$ cat src/rtl/core/pds_ram.sv
// generic single write port, single read port ram with registered read
// no dependencies
`default_nettype none

module pds_ram #(
    parameter int WIDTH = 8,
    parameter int DEPTH = 256
) (
    input  wire logic                     clk,
    input  wire logic                     we,
    input  wire logic [$clog2(DEPTH)-1:0] waddr,
    input  wire logic [WIDTH-1:0]         wdata,
    input  wire logic [$clog2(DEPTH)-1:0] raddr,
    output logic      [WIDTH-1:0]         rdata
);

    logic [WIDTH-1:0] mem [DEPTH];
    logic [WIDTH-1:0] rdata_reg;

    always_ff @(posedge clk)
    begin
        if (we)
        begin
            mem[waddr] <= wdata;
        end
        rdata_reg <= mem[raddr];
    end

    assign rdata = rdata_reg;

endmodule

`default_nettype wire

$ cat config.mk
export PLATFORM = sky130hd
export DESIGN_NAME = pds_ram
export DESIGN_NICKNAME = d
export VERILOG_FILES = /design/src/rtl/core/pds_ram.sv
export SDC_FILE = /design/constraint.sdc
export NUM_CORES = 2
export LEC_CHECK = 0
export BUFFER_PORTS_ARGS = -buffer_cell sky130_fd_sc_hd__buf_2
export CAP_MARGIN = 20
export CORE_AREA = 2 2 480 482
export DETAILED_ROUTE_END_ITERATION = 8
export DIE_AREA = 0 0 482 484
export PLACE_DENSITY = 0.52
export SLEW_MARGIN = 20
export SYNTH_ARGS = -nofsm -noshare
export SYNTH_HDL_FRONTEND = slang
export SYNTH_SLANG_ARGS = --single-unit
$ cat constraint.sdc
create_clock -name clk -period 3.2 [get_ports clk]
set_clock_uncertainty 0.05 [all_clocks]
set_input_delay 0.64 -clock clk [delete_from_list [all_inputs] [get_ports clk]]
set_output_delay 0.64 -clock clk [all_outputs]
set_load 0.02 [all_outputs]
==> metrics <==
Die Wd 482 um; clock share of power 0.428; Routed wire per std cell around 29 um; crit-path max FO 19; Peak supply drop 0.0004243 V; Max Cap Viol 0; Avg Inst Size Synth 21.31 um^2; DR DRC count 0; pwr dens roughly 610 mW/mm^2; final-report setup violation count 0; Overflow after GRT 0; achievable clock frequency 325.1 MHz; FFs w/ async S/R, synth 0; Worst Path Required 3.84 ns; Pwr Total around 57 mW; Iteration-0 DRC Markers between 4000 and 5000; GPL Wtd Cong around 0.82; number of global-route vias before repair 41248; row cnt 176; CTS H-tree lvls 4; worst min path class input port to flop; Clock Sinks slightly above 2000; Slew @ Worst Pin roughly 1.2 ns; via count 40278; Clock transition at path regs 0.06 ns; sequential power share 0.518; Slew Viols, Final 0; Die Ht 484 um; status finished clean; Cells after Synth 3733; synth unique cells 55; syn_nets 3759; Psw 12.28 mW; clk_lat worst skew 0.85 ns; vias per std cell 5.326; post-DP HPWL 140.3 mm; Port Buffers 33; post-synthesis cell area 0.07956 mm^2; register area share after synthesis 0.7750; final period utilization 0.9611; Setup Crit Path Kind input port to flop; Max Root-Sink Buffers 3; Core ar. 0.2286 mm^2; CTS root buf clkbuf_16; top_reg_cell synth edfxtp_1; crit path launch type input port; num ports 34; max_slew headroom 0.1760; RSZ-0062 raised after global routing false; Worst Path Arrival 3.71 ns; antenna-violating nets left 0; Power Internal roughly 45 mW; Post-synth EDFFs 2048; TritonCTS buffer count ~210; initial core utilization 0.3480; synth warn 0; initial antenna violation count 18; Comb power frac 0.054; switching share of power 0.2140; Setup crit end kind flop; Nets 4383; leak pwr 30.24 nW; Hold Fails Final Rpt 0; Area growth syn-to-layout 18.88%; total track usage 0.1849; DR pass1 iterations 7; largest net degree at the start of global routing 109; WL final 216.7 mm; CTS tree done; first-pass GRT wire length 310.1 mm; setup TNS 0 ns; min Tclk post-route 3.076 ns; Synth Register Bits 2056; max FFs per register 2048; Die Area between 0.2 and 0.25 mm^2; layout cells sized above 1 0.3131
logic make-up (layout without fill, tap and decap cells):
kind of cell	Yosys count	in the layout	share of synthesized area
mux	591	591	0.1462
buf+inv	235	1031	0.01831
simple gates	466	466	0.02628
compound gates	385	385	0.03419
flops	2056	2056	0.7750
other cells	0	8	0
what timing repair did:
action | CTS | global route
hold endpoints to repair | 1 | 0
buffers inserted | 0 | 0
hold buffers | 1 | 0
resized for setup | 0 | 0
cells in the mapped netlist, drive strengths merged, types with 28 or more instances:
master  count  share of area
nor2b      31         0.0024
buf       122          0.013
mux2i     134          0.017
a21oi      96         0.0060
edfxtp   2048           0.77
nand3      34         0.0021
nor2      282          0.013
mux4      456           0.13
nand2      33         0.0016
o221ai     47         0.0053
a22oi     133          0.013
clkbuf    111         0.0052
o22ai      28         0.0022
power groups by stage:
stage / registers [mW] / clock network (mW) / logic, mW
after floorplan: 30.3 / 0 / 1.44
after CTS: 29.8 / 25.0 / 3.16
after global routing: 29.7 / 26.0 / 3.28
after detailed placement: 30.3 / 0 / 3.15
after global placement: 30.3 / 0 / 3.13
final: 29.7 / 24.5 / 3.11
final cells by class:
type,instances,area (um^2)
clock buffers,258,5528
repair buffers,647,5758
clock inverters,124,1308
flip-flops and latches,2056,61660
diodes,8,20.02
inverters,2,7.507
multi-input cells,1442,16510
fillers,20048,134000
well taps,3026,3786
path summary, 6_finish.rpt:
check	startpoint	to	slack [ns]	cells past startpoint
worst max-delay path	raddr[1]	rdata[1]$_DFF_P_	0.12	13
worst min-delay path	wdata[7]	mem[185][7]$_DFFE_PP_	0.17	1
worst max register to register	mem[86][1]$_DFFE_PP_	rdata[1]$_DFF_P_	0.42	6
worst min register to register	mem[32][5]$_DFFE_PP_	rdata[5]$_DFF_P_	0.98	7
critical path, cell delays in order:
cell and delay (ns):
buf_8 0.16, buf_12 0.19, buf_12 0.14, buf_12 0.16
nor4b_1 0.77, buf_4 0.27, a21oi_1 0.08, o211ai_1 0.11
a21oi_1 0.10, buf_4 0.18, nor4_1 0.56, buf_4 0.24
nor4_1 0.05
through the flow:
step	instances	hold slack (ns)	instance area [um^2]	utilization	setup WS, ns
2_1_floorplan	3733	0.6889	79560	-	0.5721
3_5_place_dp	7172	0.8980	87710	0.3837	-0.6483
5_1_grt	7559	0.1727	94570	0.4137	0.1391
6_report	7563	0.1687	94580	0.4138	0.1244
3_3_place_gp	7172	0.9024	87700	0.3837	-1.023
4_1_cts	7555	0.1510	94560	0.4137	0.2462
per-layer routing:
metal,share of wire,vias to the layer above,GRT usage
met5,0.00090,-,0.005385
met2,0.48,1301,0.2969
li1,-,16974,-
met1,0.43,21706,0.2613
met4,0.023,6,0.04955
met3,0.059,291,0.02944
layout by cell type (no fill, tap or decap), types with 5 or more instances in the layout:
cell and count:
clkbuf_1 41, buf_8 10, and2_1 6, buf_12 70, a221oi_1 13, mux2i_1 134, o211ai_1 10, buf_2 21
clkbuf_16 212, o21ai_0 10, nand3_1 31, dfxtp_1 8, buf_4 545, nor2b_1 28, o221ai_1 46, nor3_1 21
a22o_1 8, nor4_1 23, nand2b_1 8, a211oi_1 16, nand4_1 10, mux4_2 454, nor2_1 279, a21oi_1 96
o22ai_1 28, nand2_1 33, diode_2 8, a22oi_1 133, clkinv_1 49, o22a_1 5, edfxtp_1 2048, bufinv_16 25
clkbuf_8 5, clkinv_2 36
Power figures use the tool's default switching activity.
